===== config.mk =====
export PLATFORM = sky130hd
export DESIGN_NAME = one_wire_pulse_width_decoder
export DESIGN_NICKNAME = d
export VERILOG_FILES = /design/src/owpd_pkg.sv /design/src/owpd_front.sv /design/src/owpd_queue.sv /design/src/owpd_back.sv /design/src/one_wire_pulse_width_decoder.sv
export SDC_FILE = /design/constraint.sdc
export NUM_CORES = 1
export LEC_CHECK = 0
export BUFFER_PORTS_ARGS = -buffer_cell sky130_fd_sc_hd__buf_4
export CAP_MARGIN = 15
export CORE_ASPECT_RATIO = 1.4
export CORE_UTILIZATION = 55
export CTS_BUF_LIST = sky130_fd_sc_hd__clkbuf_16
export CTS_CLUSTER_DIAMETER = 40
export DETAILED_ROUTE_END_ITERATION = 8
export PLACE_DENSITY = 0.8
export SYNTH_ARGS = -nofsm -noshare
export SYNTH_HDL_FRONTEND = slang
export SYNTH_SLANG_ARGS = --single-unit

===== constraint.sdc =====
create_clock -name i_clk -period 5.75 [get_ports i_clk]
set_input_delay 1.15 -clock i_clk [delete_from_list [all_inputs] [get_ports i_clk]]
set_output_delay 1.15 -clock i_clk [all_outputs]
set_load 0.02 [all_outputs]

===== src/owpd_pkg.sv =====
// shared types and constants for the one-wire pulse-width decoder
// used by every module of the block; no dependencies
package owpd_pkg;

    localparam int COUNT_WIDTH_DEF = 12;
    localparam int MAX_BYTES_DEF   = 256;

    localparam int TIMEOUT_W   = 12;
    localparam int BYTE_W      = 8;
    localparam int BYTE_NUM_W  = 9;
    localparam int BIT_POS_W   = 3;

    localparam logic [TIMEOUT_W-1:0] TIMEOUT_RESET = 12'd2000;
    localparam logic [BYTE_W-1:0]    FIRST_BIT     = 8'h80;

    // result kinds
    localparam logic KIND_DATA = 1'b0;
    localparam logic KIND_EOF  = 1'b1;

    // configuration register index (paddr[2])
    localparam logic REG_IDLE_TIMEOUT = 1'b0;

    // classified line sample handed from front to back
    typedef struct packed {
        logic falling;
        logic level;
    } t_sample;

    typedef struct packed {
        logic                  kind;
        logic [BYTE_W-1:0]     rx_byte;
        logic [BYTE_NUM_W-1:0] byte_number;
    } t_result;

endpackage


===== src/owpd_front.sv =====
// front end: takes line samples and marks falling edges
// depends on owpd_pkg
module owpd_front (
    input  logic              i_clk,
    input  logic              i_rst_n,
    input  logic              i_valid,
    input  logic              i_level,
    output logic              o_ready,
    output logic              o_push,
    output owpd_pkg::t_sample o_sample,
    input  logic              i_full
);
    import owpd_pkg::*;

    logic r_prev_level;
    logic n_prev_level;

    assign o_ready          = !i_full;
    assign o_push           = i_valid && !i_full;
    assign o_sample.level   = i_level;
    assign o_sample.falling = r_prev_level && !i_level;

    always_comb begin
        n_prev_level = r_prev_level;
        if (o_push) begin
            n_prev_level = i_level;
        end
    end

    always_ff @(posedge i_clk) begin
        if (!i_rst_n) begin
            r_prev_level <= 1'b1;
        end else begin
            r_prev_level <= n_prev_level;
        end
    end

endmodule


===== src/owpd_queue.sv =====
// two-entry queue of classified samples between front and back
// depends on owpd_pkg
module owpd_queue (
    input  logic              i_clk,
    input  logic              i_rst_n,
    input  logic              i_push,
    input  owpd_pkg::t_sample i_sample,
    output logic              o_full,
    output logic              o_valid,
    output owpd_pkg::t_sample o_sample,
    input  logic              i_pop
);
    import owpd_pkg::*;

    t_sample    r_mem [2];
    logic       r_wr_ptr;
    logic       r_rd_ptr;
    logic [1:0] r_count;
    logic       n_wr_ptr;
    logic       n_rd_ptr;
    logic [1:0] n_count;
    logic       w_pop;

    assign o_full   = (r_count == 2'd2);
    assign o_valid  = (r_count != 2'd0);
    assign o_sample = r_mem[r_rd_ptr];
    assign w_pop    = i_pop && o_valid;

    always_comb begin
        n_wr_ptr = r_wr_ptr;
        n_rd_ptr = r_rd_ptr;
        n_count  = r_count;
        if (i_push) begin
            n_wr_ptr = !r_wr_ptr;
        end
        if (w_pop) begin
            n_rd_ptr = !r_rd_ptr;
        end
        case ({i_push, w_pop})
            2'b10:   n_count = r_count + 2'd1;
            2'b01:   n_count = r_count - 2'd1;
            default: n_count = r_count;
        endcase
    end

    always_ff @(posedge i_clk) begin
        if (i_push) begin
            r_mem[r_wr_ptr] <= i_sample;
        end
    end

    always_ff @(posedge i_clk) begin
        if (!i_rst_n) begin
            r_wr_ptr <= 1'b0;
            r_rd_ptr <= 1'b0;
            r_count  <= 2'd0;
        end else begin
            r_wr_ptr <= n_wr_ptr;
            r_rd_ptr <= n_rd_ptr;
            r_count  <= n_count;
        end
    end

endmodule


===== src/owpd_back.sv =====
// back end: bit-cell counting, bit decode, byte assembly and result register
// depends on owpd_pkg
module owpd_back #(
    parameter int COUNT_WIDTH = owpd_pkg::COUNT_WIDTH_DEF,
    parameter int MAX_BYTES   = owpd_pkg::MAX_BYTES_DEF
) (
    input  logic                               i_clk,
    input  logic                               i_rst_n,
    input  logic [owpd_pkg::TIMEOUT_W-1:0]     i_timeout,
    input  logic                               i_item_valid,
    input  owpd_pkg::t_sample                  i_item,
    output logic                               o_item_ready,
    output logic                               o_valid,
    output owpd_pkg::t_result                  o_result,
    input  logic                               i_ready
);
    import owpd_pkg::*;

    localparam int CMP_W = (COUNT_WIDTH > TIMEOUT_W) ? COUNT_WIDTH : TIMEOUT_W;
    localparam logic [COUNT_WIDTH-1:0] CNT_MAX = '1;

    logic                   r_active;
    logic [COUNT_WIDTH-1:0] r_low;
    logic [COUNT_WIDTH-1:0] r_high;
    logic [BYTE_W-1:0]      r_byte;
    logic [BIT_POS_W-1:0]   r_bit_pos;
    logic [BYTE_NUM_W-1:0]  r_bytes;
    logic                   r_out_valid;
    t_result                r_out;

    logic                   n_active;
    logic [COUNT_WIDTH-1:0] n_low;
    logic [COUNT_WIDTH-1:0] n_high;
    logic [BYTE_W-1:0]      n_byte;
    logic [BIT_POS_W-1:0]   n_bit_pos;
    logic [BYTE_NUM_W-1:0]  n_bytes;
    logic                   n_out_valid;
    t_result                n_out;

    logic                   w_take;
    logic [COUNT_WIDTH-1:0] w_low_t;
    logic [COUNT_WIDTH-1:0] w_high_t;
    logic [COUNT_WIDTH-1:0] w_high_inc;
    logic [BYTE_W-1:0]      w_byte_bit;

    assign o_item_ready = !r_out_valid || i_ready;
    assign w_take       = i_item_valid && o_item_ready;
    assign o_valid      = r_out_valid;
    assign o_result     = r_out;

    // a falling edge closes the cell, so counters restart from zero
    assign w_low_t    = i_item.falling ? '0 : r_low;
    assign w_high_t   = i_item.falling ? '0 : r_high;
    assign w_high_inc = (w_high_t == CNT_MAX) ? w_high_t : w_high_t + 1'b1;
    assign w_byte_bit = (i_item.falling && (r_high > r_low))
                        ? (FIRST_BIT >> r_bit_pos) : '0;

    always_comb begin
        n_active    = r_active;
        n_low       = r_low;
        n_high      = r_high;
        n_byte      = r_byte;
        n_bit_pos   = r_bit_pos;
        n_bytes     = r_bytes;
        n_out_valid = r_out_valid && !i_ready;
        n_out       = r_out;
        if (w_take) begin
            if (!r_active) begin
                if (i_item.falling) begin
                    n_active  = 1'b1;
                    n_low     = COUNT_WIDTH'(1);
                    n_high    = '0;
                    n_byte    = '0;
                    n_bit_pos = '0;
                    n_bytes   = '0;
                end
            end else begin
                n_low  = w_low_t;
                n_high = w_high_t;
                if (i_item.falling) begin
                    if (r_bit_pos == BIT_POS_W'(7)) begin
                        if (r_bytes < BYTE_NUM_W'(MAX_BYTES)) begin
                            n_out_valid       = 1'b1;
                            n_out.kind        = KIND_DATA;
                            n_out.rx_byte     = r_byte | w_byte_bit;
                            n_out.byte_number = r_bytes;
                            n_bytes           = r_bytes + 1'b1;
                        end
                        n_byte    = '0;
                        n_bit_pos = '0;
                    end else begin
                        n_byte    = r_byte | w_byte_bit;
                        n_bit_pos = r_bit_pos + 1'b1;
                    end
                end
                if (!i_item.level) begin
                    n_low = (w_low_t == CNT_MAX) ? w_low_t : w_low_t + 1'b1;
                end else begin
                    n_high = w_high_inc;
                    if (CMP_W'(w_high_inc) > CMP_W'(i_timeout)) begin
                        // end of frame, partial byte dropped
                        n_out_valid       = 1'b1;
                        n_out.kind        = KIND_EOF;
                        n_out.rx_byte     = '0;
                        n_out.byte_number = r_bytes;
                        n_active          = 1'b0;
                        n_low             = '0;
                        n_high            = '0;
                        n_byte            = '0;
                        n_bit_pos         = '0;
                        n_bytes           = '0;
                    end
                end
            end
        end
    end

    always_ff @(posedge i_clk) begin
        r_out <= n_out;
    end

    always_ff @(posedge i_clk) begin
        if (!i_rst_n) begin
            r_active    <= 1'b0;
            r_low       <= '0;
            r_high      <= '0;
            r_byte      <= '0;
            r_bit_pos   <= '0;
            r_bytes     <= '0;
            r_out_valid <= 1'b0;
        end else begin
            r_active    <= n_active;
            r_low       <= n_low;
            r_high      <= n_high;
            r_byte      <= n_byte;
            r_bit_pos   <= n_bit_pos;
            r_bytes     <= n_bytes;
            r_out_valid <= n_out_valid;
        end
    end

`ifndef SYNTH
    a_eof_byte_zero: assert property (@(posedge i_clk) disable iff (!i_rst_n)
        (r_out_valid && r_out.kind == KIND_EOF) |-> (r_out.rx_byte == '0))
        else $error("end of frame result carries a nonzero byte");

    a_idle_clear: assert property (@(posedge i_clk) disable iff (!i_rst_n)
        !r_active |-> (r_low == '0 && r_high == '0 && r_byte == '0
                       && r_bit_pos == '0 && r_bytes == '0))
        else $error("frame state not clear while idle");

    a_bytes_bound: assert property (@(posedge i_clk) disable iff (!i_rst_n)
        r_bytes <= BYTE_NUM_W'(MAX_BYTES))
        else $error("byte count beyond limit");

    a_no_take_when_blocked: assert property (@(posedge i_clk) disable iff (!i_rst_n)
        (r_out_valid && !i_ready) |=> (r_out_valid && $stable(r_out)))
        else $error("pending result overwritten");
`endif

endmodule


===== src/one_wire_pulse_width_decoder.sv =====
// top level of the one-wire pulse-width decoder: config register and wiring
// depends on owpd_pkg, owpd_front, owpd_queue, owpd_back
//
// usage:
//   slave stream: one line sample per transfer, tdata[0] = line level.
//   master stream: one result per finished byte (up to MAX_BYTES per frame) or per end of frame;
//     tuser[0] = kind (0 data byte, 1 end of frame), tdata[7:0] = byte
//     (zero at end of frame), tdata[16:8] = byte index or frame byte count.
//   apb: idle_timeout at byte address 0 (12 bits, reset 2000); write only
//     while the block is idle.
// timing: a sample can be taken every cycle while the queue has room; it passes the
//   queue and then the output register before its result shows on the master side,
//   and the block sustains one sample per cycle while the master side keeps up.
// the front edge detector feeds a two-entry queue, the back decoder drains it
//   and holds each result in an output register; when the master stalls the
//   back end stops and the queue fills, then tready drops.
// reset: synchronous, active low; the line is taken as idle high, no frame is
//   open, the queue and output register are empty.
module one_wire_pulse_width_decoder #(
    parameter int COUNT_WIDTH = owpd_pkg::COUNT_WIDTH_DEF,
    parameter int MAX_BYTES   = owpd_pkg::MAX_BYTES_DEF
) (
    input  logic        i_clk,
    input  logic        i_rst_n,
    input  logic        i_s_tvalid,
    output logic        o_s_tready,
    input  logic [7:0]  i_s_tdata,   // [0] line_level
    output logic        o_m_tvalid,
    input  logic        i_m_tready,
    output logic [23:0] o_m_tdata,   // [7:0] rx_byte, [16:8] byte_number, zeros above
    output logic [0:0]  o_m_tuser,   // [0] result_kind
    input  logic        i_psel,
    input  logic        i_penable,
    input  logic        i_pwrite,
    input  logic [2:0]  i_paddr,
    input  logic [31:0] i_pwdata,
    output logic [31:0] o_prdata,
    output logic        o_pready
);
    import owpd_pkg::*;

    logic [TIMEOUT_W-1:0] r_timeout;
    logic                 w_cfg_wr;
    logic                 w_push;
    logic                 w_full;
    t_sample              w_push_sample;
    logic                 w_q_valid;
    t_sample              w_q_sample;
    logic                 w_pop;
    t_result              w_result;

    assign o_pready = 1'b1;
    assign w_cfg_wr = i_psel && i_penable && i_pwrite && o_pready;
    assign o_prdata = (i_paddr[2] == REG_IDLE_TIMEOUT) ? 32'(r_timeout) : '0;

    always_ff @(posedge i_clk) begin
        if (!i_rst_n) begin
            r_timeout <= TIMEOUT_RESET;
        end else if (w_cfg_wr && i_paddr[2] == REG_IDLE_TIMEOUT) begin
            r_timeout <= i_pwdata[TIMEOUT_W-1:0];
        end
    end

    owpd_front u_front (
        .i_clk    (i_clk),
        .i_rst_n  (i_rst_n),
        .i_valid  (i_s_tvalid),
        .i_level  (i_s_tdata[0]),
        .o_ready  (o_s_tready),
        .o_push   (w_push),
        .o_sample (w_push_sample),
        .i_full   (w_full)
    );

    owpd_queue u_queue (
        .i_clk    (i_clk),
        .i_rst_n  (i_rst_n),
        .i_push   (w_push),
        .i_sample (w_push_sample),
        .o_full   (w_full),
        .o_valid  (w_q_valid),
        .o_sample (w_q_sample),
        .i_pop    (w_pop)
    );

    owpd_back #(
        .COUNT_WIDTH (COUNT_WIDTH),
        .MAX_BYTES   (MAX_BYTES)
    ) u_back (
        .i_clk        (i_clk),
        .i_rst_n      (i_rst_n),
        .i_timeout    (r_timeout),
        .i_item_valid (w_q_valid),
        .i_item       (w_q_sample),
        .o_item_ready (w_pop),
        .o_valid      (o_m_tvalid),
        .o_result     (w_result),
        .i_ready      (i_m_tready)
    );

    assign o_m_tdata = {7'd0, w_result.byte_number, w_result.rx_byte};
    assign o_m_tuser = w_result.kind;

endmodule

* Yosys cells after proc, flatten, opt, wreduce, memory -nomap -nowiden
Memories as Yosys holds them, arrays and structs flattened. A register that Yosys moved wholly into a read port is not among the register bits.
Cells that the tools add are included.
** Word-level totals
- Bits in registers :: 81
- RAM bits :: 4
- Input port bits :: 50
- Word-level logic and storage cells :: 107
- Memories :: 1
** Cells by class
- $add $sub $neg :: 6
- $lt $le $gt $ge :: 3
- Equal/unequal tests :: 6
- Shift-type cells :: 1
- Mux-type cells :: 53
- Bitwise logic cells :: 2
- Reduce and logical (&&, ||, !) cells :: 20
** Memories
- u_queue.r_mem :: words 2, bits a word 2, rd ports 1, clocked after Yosys merged registers in 1, write ports 1, line owpd_queue.sv:15 : t_sample r_mem [2];
** Operator list (count)
- $mux 12 :: 12
- $mux 18 :: 5
- $mux 9 :: 7
- $mux 8 :: 7
- $add 12x1->12 const B :: 2
- $eq 12x12->1 const B :: 2
- $gt 12x12->1 :: 2
- $mux 3 :: 6
- $mux 1 :: 15
- $add 9x1->9 const B :: 1
- $lt 9x9->1 const B :: 1
- $logic_and 1x1->1 :: 8
- $or 8x8->8 :: 1
- $shr 8x3->8 const A :: 1
- $logic_not 1->1 :: 6
- $reduce_bool 2->1 :: 3
- $eq 2x2->1 const B :: 2
- $pmux 2 s2 :: 1
- $reduce_and 2->1 :: 2
- $add 3x1->3 const B :: 1
- $eq 3x3->1 const B :: 1
- $add 2x1->2 const B :: 1
- $eq 2x1->1 const B :: 1
- $sub 2x1->2 const B :: 1
- other kinds (2) :: 2

* Longest topological paths before layout
Gate-level depths: netlist of the first run.
- Depth after elaboration :: 9
- Mapped depth :: 21
- Depth with buffers taken out :: 16

* Modules after synthesis
Synthesis of the first run repeated with hierarchy kept, for this count alone.
** Second synthesis, totals
- Cell total of the unflattened synthesis :: 585
- Area, all modules :: 5341.4 µm²
** By module, submodules not included
- owpd_back :: instances 1, cells an instance 452, area an instance 4072.7 µm², seq. area each 1461.4 µm²
- one_wire_pulse_width_decoder :: instances 1, cells an instance 96, area an instance 830.8 µm², seq. area each 240.2 µm²
- owpd_queue :: instances 1, cells an instance 29, area an instance 370.4 µm², seq. area each 220.2 µm²
- owpd_front :: instances 1, cells an instance 8, area an instance 67.6 µm², seq. area each 20.0 µm²

* Worst setup path after synthesis of the first run
OpenSTA, ideal clock, no wires.
- Kind :: register to register
- From :: register (tool-made name)
- To :: register u_back.r_out (netlist bit u_back.o_result[0]) (data pin)
- Setup time :: 0.260 ns
- Data arrival time :: 4.578 ns
- Setup slack :: 0.912 ns
- Stages on the path, launching flop included :: 20
- Path buffers :: 3
- Clock period less this slack :: 4.838 ns
- Cells stage by stage :: dfxtp_1 mux2i_1 clkbuf_1 clkbuf_1 and2_1 ha_1 nand4_2 nor4_2 nand2b_1 nor2_1 xnor2_1 nor2_1 ha_1 nand4_1 or3_1 and2_4 o31a_4 buf_6 nor2_4 mux2_2
** RTL lines
- end signal: assignment :: line owpd_back.sv:119 : r_out <= n_out;
- end: declaration :: line owpd_back.sv:29 : t_result r_out;

==> out/metrics.json, run 1 <==
{
  "run_status": "complete, no violations",
  "ys_seq_area_share_pct": 37.7,
  "clock_power_share_pct": 34.5,
  "cts_buffers": 9,
  "final_core_utilization_pct": 64.1,
  "hp-class": "flip-flop to flip-flop",
  "ys_ff_latch": 86,
  "syn2layout_area_growth_pct": 12.5,
  "cp_common_cell": "sky130_fd_sc_hd__ha_1",
  "cts.repair.resized": 0,
  "path_max_fanout": 34,
  "post-synth-top-area-cell": "sky130_fd_sc_hd__dfxtp_1",
  "grt_antenna_before_repair": 0,
  "route.detailed.drc": 0,
  "htreeDepth": 3,
  "cts_num_sinks": 86,
  "total_routing_usage_gr_pct": 25.3,
  "grt-ovfl-total": 0,
  "first_global_vias": 4211,
  "internal_power_w": 0.00111,
  "hpwlAfterDp_um": 8780,
  "setup_viol": 0,
  "synth-async-reset-ratio_pct": 0,
  "most_frequent_cells_in_the_layout": "sky130_fd_sc_hd__dfxtp_1, sky130_fd_sc_hd__nor2_1, sky130_fd_sc_hd__nand2_1",
  "post_route_cells_drive_above_1_share_pct": 15.0,
  "total_non_filler_cell_area_in_the_finished_layout_sq_um": 5790,
  "clkSlewWorstSetupHoldPaths_ns": 0.07,
  "synth_edf_count": 22,
  "place.port_buffers": 52,
  "cts_max_path_buffers": 2,
  "route.vias.total": 4524,
  "via_per_inst": 6.05,
  "post_cts.repair.setup_buffers": 0,
  "cts.hold.buffers_added": 0,
  "cpPeakStageDelay_ns": 0.91,
  "final_min_period_over_clock_period_pct": 89.7,
  "drtAntennaViolNets": 0,
  "num-fill-cells": 761,
  "crit_path_top_delay_cell": "sky130_fd_sc_hd__o31ai_2",
  "endpoint_kind": "flip-flop",
  "finalNetCount": 720,
  "final.setup.tns_ns": 0,
  "finClkSkew_ns": 0.00994,
  "initial_utilization_pct": 57.0,
  "worstSetupStartpointType": "flip-flop",
  "placement.setup.worst_slack_ns": 0.763,
  "yosysWarningCount": 0,
  "clock_insertion_delay_worst_skew_ns": 0.35,
  "comb_power_share_pct": 24.5,
  "max_slew_margin_pct": 30.0,
  "seq_power_share_pct": 41.0,
  "die_h_um": 116,
  "report.final.hold_viol_count": 0,
  "synth.top_cells.by_area": "sky130_fd_sc_hd__dfxtp_1, sky130_fd_sc_hd__edfxtp_1, sky130_fd_sc_hd__ha_1, sky130_fd_sc_hd__nor2_1, sky130_fd_sc_hd__nand2_1",
  "detailedRoute.firstIterationViolations": 373,
  "antenna_cells": 0,
  "report.final.slew_viol_count": 0,
  "setup_slack_ns": 0.592,
  "clock_tree.root_cell": "sky130_fd_sc_hd__clkbuf_16",
  "count_of_distinct_cell_types_in_the_synthesized_netlist": 67,
  "multi_input_comb_area_sq_um": 2860,
  "net-switching-power_w": 0.000569,
  "netlist_area_sq_um": 5140,
  "synth_top_area_share_pct": 24.9,
  "static-leakage-power_nw": 2.20,
  "top_level_ports": 110,
  "die_width_um": 83.7,
  "cts_tree": "yes",
  "pin_count_of_the_biggest_net_entering_global_routing": 35,
  "syn_area_per_cell_sq_um": 8.66,
  "fp.coreArea_sq_um": 9030,
  "mostFrequentLayoutCell": "sky130_fd_sc_hd__dfxtp_1",
  "timing.max_cap.violations": 0,
  "firstDrtPassIters": 5,
  "fmax_ghz": 0.194,
  "crit_arrival_ns": 5.36,
  "dieArea_sq_um": 9750,
  "grt_first_pass_wirelength_um": 19500,
  "synth_cells": 594,
  "ordered_list_of_cells_on_the_worst_path": "mux2_4 -> nor2_1 -> ha_1 -> nand4_2 -> nor4_2 -> nand2_1 -> mux2_2 -> ha_1 -> nor2b_1 -> o211ai_1 -> a211oi_1 -> o31ai_2 -> buf_4 -> o21ai_0 -> a21oi_1",
  "cp.required_ns": 5.95,
  "post-route-min-period_ns": 5.16,
  "core.rowCount": 41,
  "placedInstanceArea_sq_um": 5500,
  "drt-total-wl_um": 12300,
  "total_chip_power_w": 0.00168,
  "worst_ir_drop_vdd_uv": 248,
  "crit_type": "flip-flop to flip-flop",
  "routed_wire_length_per_instance_um": 16.4,
  "seqCellArea_sq_um": 1940,
  "cellPowerDensity_nw_per_um2": 290,
  "grt_setup_unrepaired": "no",
  "ys.flop_type": "sky130_fd_sc_hd__dfxtp_1",
  "swShare_pct": 33.9,
  "gp_congestion": 0.870,
  "tightest_slew_ns": 1.04
}
[registers in the layout, indices dropped and copies added, names as in the netlist, 2 cells and up, named ones only]
| signal | cells |
|---|---|
| u_back.r_high | 12 |
| u_back.o_result | 18 |
| u_back.r_low | 12 |
| u_back.r_bit_pos | 3 |
| u_back.r_byte | 8 |
| u_queue.r_mem | 4 |
| u_queue.r_count | 2 |
| r_timeout | 12 |
| u_back.r_bytes | 9 |
[synth_stat cells, types with 5 or more instances]
| cell | number |
|---|---|
| sky130_fd_sc_hd__a21oi_1 | 44 |
| sky130_fd_sc_hd__a22o_1 | 9 |
| sky130_fd_sc_hd__a31oi_1 | 12 |
| sky130_fd_sc_hd__buf_4 | 28 |
| sky130_fd_sc_hd__clkbuf_1 | 19 |
| sky130_fd_sc_hd__dfxtp_1 | 64 |
| sky130_fd_sc_hd__edfxtp_1 | 22 |
| sky130_fd_sc_hd__ha_1 | 34 |
| sky130_fd_sc_hd__inv_1 | 35 |
| sky130_fd_sc_hd__mux2_2 | 10 |
| sky130_fd_sc_hd__mux2i_1 | 5 |
| sky130_fd_sc_hd__nand2_1 | 59 |
| sky130_fd_sc_hd__nand3_1 | 15 |
| sky130_fd_sc_hd__nand4_1 | 22 |
| sky130_fd_sc_hd__nor2_1 | 61 |
| sky130_fd_sc_hd__nor2b_1 | 7 |
| sky130_fd_sc_hd__nor3_1 | 7 |
| sky130_fd_sc_hd__nor4_1 | 6 |
| sky130_fd_sc_hd__o211ai_1 | 10 |
| sky130_fd_sc_hd__o21ai_0 | 22 |
| sky130_fd_sc_hd__o22ai_1 | 9 |
| sky130_fd_sc_hd__xnor2_1 | 8 |
| sky130_fd_sc_hd__xor2_1 | 10 |
[critical path, delay by kind of cell, from the launching register on]
family	cells	cell delay, ns
buffers and inverters	1	0.32
muxes	2	0.80
DFF	1	0.42
AOI/OAI and AO/OA	5	1.49
adders and majority gates	2	0.57
and+or+nand+nor	5	1.38
[cells by family after synthesis]
kind of cell	count (synthesis)	share of synthesized area, %
compound gates	137	17.7
xor+xnor	18	3.06
fa+ha+maj	34	8.27
buf+inv	88	8.68
flops	86	37.7
mux	16	3.45
other cells	2	0.146
simple gates	213	20.9
[power groups by stage]
stage	logic, W	clock network (W)	registers, W
floorplan	0.000311	0	0.000687
global route	0.000445	0.000602	0.000692
CTS	0.000401	0.000583	0.000687
detailed placement	0.000400	0	0.000701
finish	0.000412	0.000579	0.000688
global placement	0.000389	0	0.000698
[worst paths after layout]
| check | slack, ns | startpoint | cells after the start | to |
|---|---|---|---|---|
| hold / removal | 0.46 | r_timeout[1] | 2 | r_timeout[1] |
| hold reg to reg | 0.46 | r_timeout[1] | 2 | r_timeout[1] |
| setup / recovery | 0.59 | flip-flop | 15 | u_back.o_result[13] |
| setup reg to reg | 0.59 | flip-flop | 15 | u_back.o_result[13] |
[layer usage]
layer	global-route usage, %	wire (um)
met5	0	0
met4	15.0	506
met2	46.3	6370
met3	4.24	746
met1	27.5	4660
[metrics by stage]
stage	std cells	hold slack, ns
6_report	748	0.455
5_1_grt	748	0.473
4_1_cts	748	0.455
3_5_place_dp	732	0.447
3_3_place_gp	732	0.443
2_1_floorplan	620	0.429
[layout make-up]
class,instances,area share (%)
sequential,86,33.5
timing repair buffer,57,7.39
multi-input combinational,446,49.4
tap,107,2.31
clock buffer,9,3.89
clock inverter,7,1.15
inverter,36,2.33
Power figures use the tool's default switching activity.
==> run 2, diff against run 1 <==
--- a/config.mk
+++ b/config.mk
@@ -13,6 +13,7 @@
 export CTS_CLUSTER_DIAMETER = 40
 export DETAILED_ROUTE_END_ITERATION = 8
 export PLACE_DENSITY = 0.8
+export REMOVE_ABC_BUFFERS = 1
 export SYNTH_ARGS = -nofsm -noshare
 export SYNTH_HDL_FRONTEND = slang
 export SYNTH_SLANG_ARGS = --single-unit
==> out/metrics.json, run 2 (synthesis results as in run 1) <==
{
  "run_status": "complete, no violations",
  "post_cts.repair.setup_buffers": {"value": 0, "change": "unchanged"},
  "clock_tree.root_cell": "sky130_fd_sc_hd__clkbuf_16",
  "finalNetCount": {"value": 720, "change": "unchanged"},
  "post_route_cells_drive_above_1_share": {"value": 15.4, "unit": "%", "change": "+0.47 points"},
  "cts_buffers": {"value": 9, "change": "unchanged"},
  "net-switching-power": {"value": 0.000576, "unit": "W", "change": "+1.2%"},
  "cts_tree": "yes",
  "post-route-min-period": {"value": 4.95, "unit": "ns", "change": "-0.210 ns"},
  "clock_power_share": {"value": 36.8, "unit": "%", "change": "+2.3 points"},
  "final.setup.tns": {"value": 0, "unit": "ns", "change": "unchanged"},
  "most_frequent_cells_in_the_layout": "sky130_fd_sc_hd__dfxtp_1, sky130_fd_sc_hd__nor2_1, sky130_fd_sc_hd__nand2_1",
  "final_min_period_over_clock_period": {"value": 86.0, "unit": "%", "change": "-3.7 points"},
  "internal_power": {"value": 0.00116, "unit": "W", "change": "+4.9%"},
  "antenna_cells": {"value": 0, "change": "unchanged"},
  "gp_congestion": {"value": 0.958, "change": "+10%"},
  "mostFrequentLayoutCell": "sky130_fd_sc_hd__dfxtp_1",
  "pin_count_of_the_biggest_net_entering_global_routing": {"value": 35, "change": "unchanged"},
  "drt-total-wl": {"value": 11800, "unit": "um", "change": "-3.6%"},
  "routed_wire_length_per_instance": {"value": 15.8, "unit": "um", "change": "-3.6%"},
  "comb_power_share": {"value": 23.7, "unit": "%", "change": "-0.8 points"},
  "crit_type": "flip-flop to flip-flop",
  "static-leakage-power": {"value": 2.22, "unit": "nW", "change": "+0.89%"},
  "dieArea": {"value": 9750, "unit": "sq um", "change": "unchanged"},
  "core.rowCount": {"value": 41, "change": "unchanged"},
  "cellPowerDensity": {"value": 299, "unit": "nW/um^2", "change": "+3.0%"},
  "crit_arrival": {"value": 5.19, "unit": "ns", "change": "-0.17 ns"},
  "cts_num_sinks": {"value": 86, "change": "unchanged"},
  "report.final.hold_viol_count": {"value": 0, "change": "unchanged"},
  "cts_max_path_buffers": {"value": 2, "change": "unchanged"},
  "fmax": {"value": 0.202, "unit": "GHz", "change": "+4.2%"},
  "cts.repair.resized": {"value": 0, "change": "unchanged"},
  "die_h": {"value": 116, "unit": "um", "change": "unchanged"},
  "seq_power_share": {"value": 39.5, "unit": "%", "change": "-1.5 points"},
  "worst_ir_drop_vdd": {"value": 227, "unit": "uV", "change": "-8.5%"},
  "place.port_buffers": {"value": 52, "change": "unchanged"},
  "report.final.slew_viol_count": {"value": 0, "change": "unchanged"},
  "route.vias.total": {"value": 4548, "change": "+0.53%"},
  "dp.cells": {"value": 732, "change": "unchanged"},
  "worstSetupStartpointType": "flip-flop",
  "clkSlewWorstSetupHoldPaths": {"value": 0.06, "unit": "ns", "change": "about the same"},
  "endpoint_kind": "flip-flop",
  "fp.coreArea": {"value": 9030, "unit": "sq um", "change": "unchanged"},
  "tightest_slew": {"value": 0.933, "unit": "ns", "change": "-0.111 ns"},
  "max_slew_margin": {"value": 37.5, "unit": "%", "change": "+7.5 points"},
  "first_global_vias": {"value": 4413, "change": "+4.8%"},
  "syn2layout_area_growth_pct": 13.3,
  "cts.hold.buffers_added": {"value": 0, "change": "unchanged"},
  "cp.required": {"value": 6.00, "unit": "ns", "change": "+0.05 ns"},
  "largest_register_ff_count": {"value": 18, "change": "unchanged"},
  "grt_antenna_before_repair": {"value": 0, "change": "unchanged"},
  "top_level_ports": {"value": 110, "change": "unchanged"},
  "firstDrtPassIters": {"value": 6, "change": "+1"},
  "via_per_inst": {"value": 6.08, "change": "+0.53%"},
  "grt-ovfl-total": {"value": 0, "change": "unchanged"},
  "finClkSkew": {"value": 0.00502, "unit": "ns", "change": "-0.00491 ns"},
  "clock_insertion_delay_worst_skew": {"value": 0.35, "unit": "ns", "change": "about the same"},
  "setup_viol": {"value": 0, "change": "unchanged"},
  "swShare": {"value": 33.1, "unit": "%", "change": "-0.79 points"},
  "total_routing_usage_gr": {"value": 24.7, "unit": "%", "change": "-0.60 points"},
  "grt_first_pass_wirelength": {"value": 19300, "unit": "um", "change": "-1.1%"},
  "drtAntennaViolNets": {"value": 0, "change": "unchanged"},
  "post_layout_nonfiller_instances": {"value": 748, "change": "unchanged"},
  "htreeDepth": {"value": 3, "change": "unchanged"},
  "initial_utilization": {"value": 57.0, "unit": "%", "change": "unchanged"},
  "detailedRoute.firstIterationViolations": {"value": 363, "change": "-2.7%"},
  "die_width": {"value": 83.7, "unit": "um", "change": "unchanged"},
  "timing.max_cap.violations": {"value": 0, "change": "unchanged"},
  "hpwlAfterDp": {"value": 8400, "unit": "um", "change": "-4.3%"},
  "hp-class": "flip-flop to flip-flop",
  "grt_setup_unrepaired": "no",
  "path_max_fanout": {"value": 34, "change": "unchanged"},
  "route.detailed.drc": {"value": 0, "change": "unchanged"}
}
run 2: final timing paths:
check	start	endpoint	slack [ns]	cells after the start
max	flip-flop	u_back.r_low[9]	0.80	16
min reg2reg	r_timeout[11]	r_timeout[11]	0.46	2
min	r_timeout[11]	r_timeout[11]	0.46	2
max reg2reg	flip-flop	u_back.r_low[9]	0.80	16
run 2: power groups by stage:
stage / Clock [W] / Sequential (W) / Combinational (W)
5_1_grt: 0.000672 / 0.000690 / 0.000444
2_1_floorplan: 0 / 0.000691 / 0.000271
3_5_place_dp: 0 / 0.000699 / 0.000401
6_report: 0.000641 / 0.000687 / 0.000412
4_1_cts: 0.000650 / 0.000686 / 0.000405
3_3_place_gp: 0 / 0.000697 / 0.000389
run 2: area by class of cell:
cell class,instances,area [sq um]
fillers,782,3200
multi-input cells,446,2860
flip-flops and latches,86,1940
repair buffers,57,428
clock buffers,9,225
inverters,36,135
well taps,107,134
clock inverters,7,104
run 2: metal layers:
metal / up-vias / wire [um] / GRT usage, %
li1: 2194 / - / -
met1: 2143 / 4570 / 25.4
met2: 170 / 6280 / 47.4
met3: 41 / 565 / 3.39
met4: 0 / 428 / 14.9
met5: - / 0 / 0
run 2: critical path: stages, from the launching register on:
cell	delay (ns)
sky130_fd_sc_hd__dfxtp_1	0.43
sky130_fd_sc_hd__mux2_4	0.48
sky130_fd_sc_hd__nor2_1	0.18
sky130_fd_sc_hd__ha_1	0.26
sky130_fd_sc_hd__nand4_2	0.23
sky130_fd_sc_hd__nor4_2	0.68
sky130_fd_sc_hd__nand2b_1	0.23
sky130_fd_sc_hd__nor2_1	0.09
sky130_fd_sc_hd__xnor2_1	0.15
sky130_fd_sc_hd__nor2_1	0.06
sky130_fd_sc_hd__ha_1	0.32
sky130_fd_sc_hd__nand4_1	0.17
sky130_fd_sc_hd__or3_1	0.42
sky130_fd_sc_hd__and2_4	0.18
sky130_fd_sc_hd__o31a_4	0.17
sky130_fd_sc_hd__or4_1	0.51
sky130_fd_sc_hd__a311oi_1	0.28
run 2: metrics by stage:
step           utilization (%)  hold slack (ns)  setup WS (ns)  area (sq um)  power (W)
2_1_floorplan                -            0.429          0.333          4930   0.000962
4_1_cts                   64.5            0.459          0.823          5830    0.00174
3_3_place_gp              60.9            0.440          0.986          5500    0.00109
3_5_place_dp              60.9            0.451          0.885          5500    0.00110
6_report                  64.5            0.456          0.802          5830    0.00174
5_1_grt                   64.5            0.477          0.597          5830    0.00181
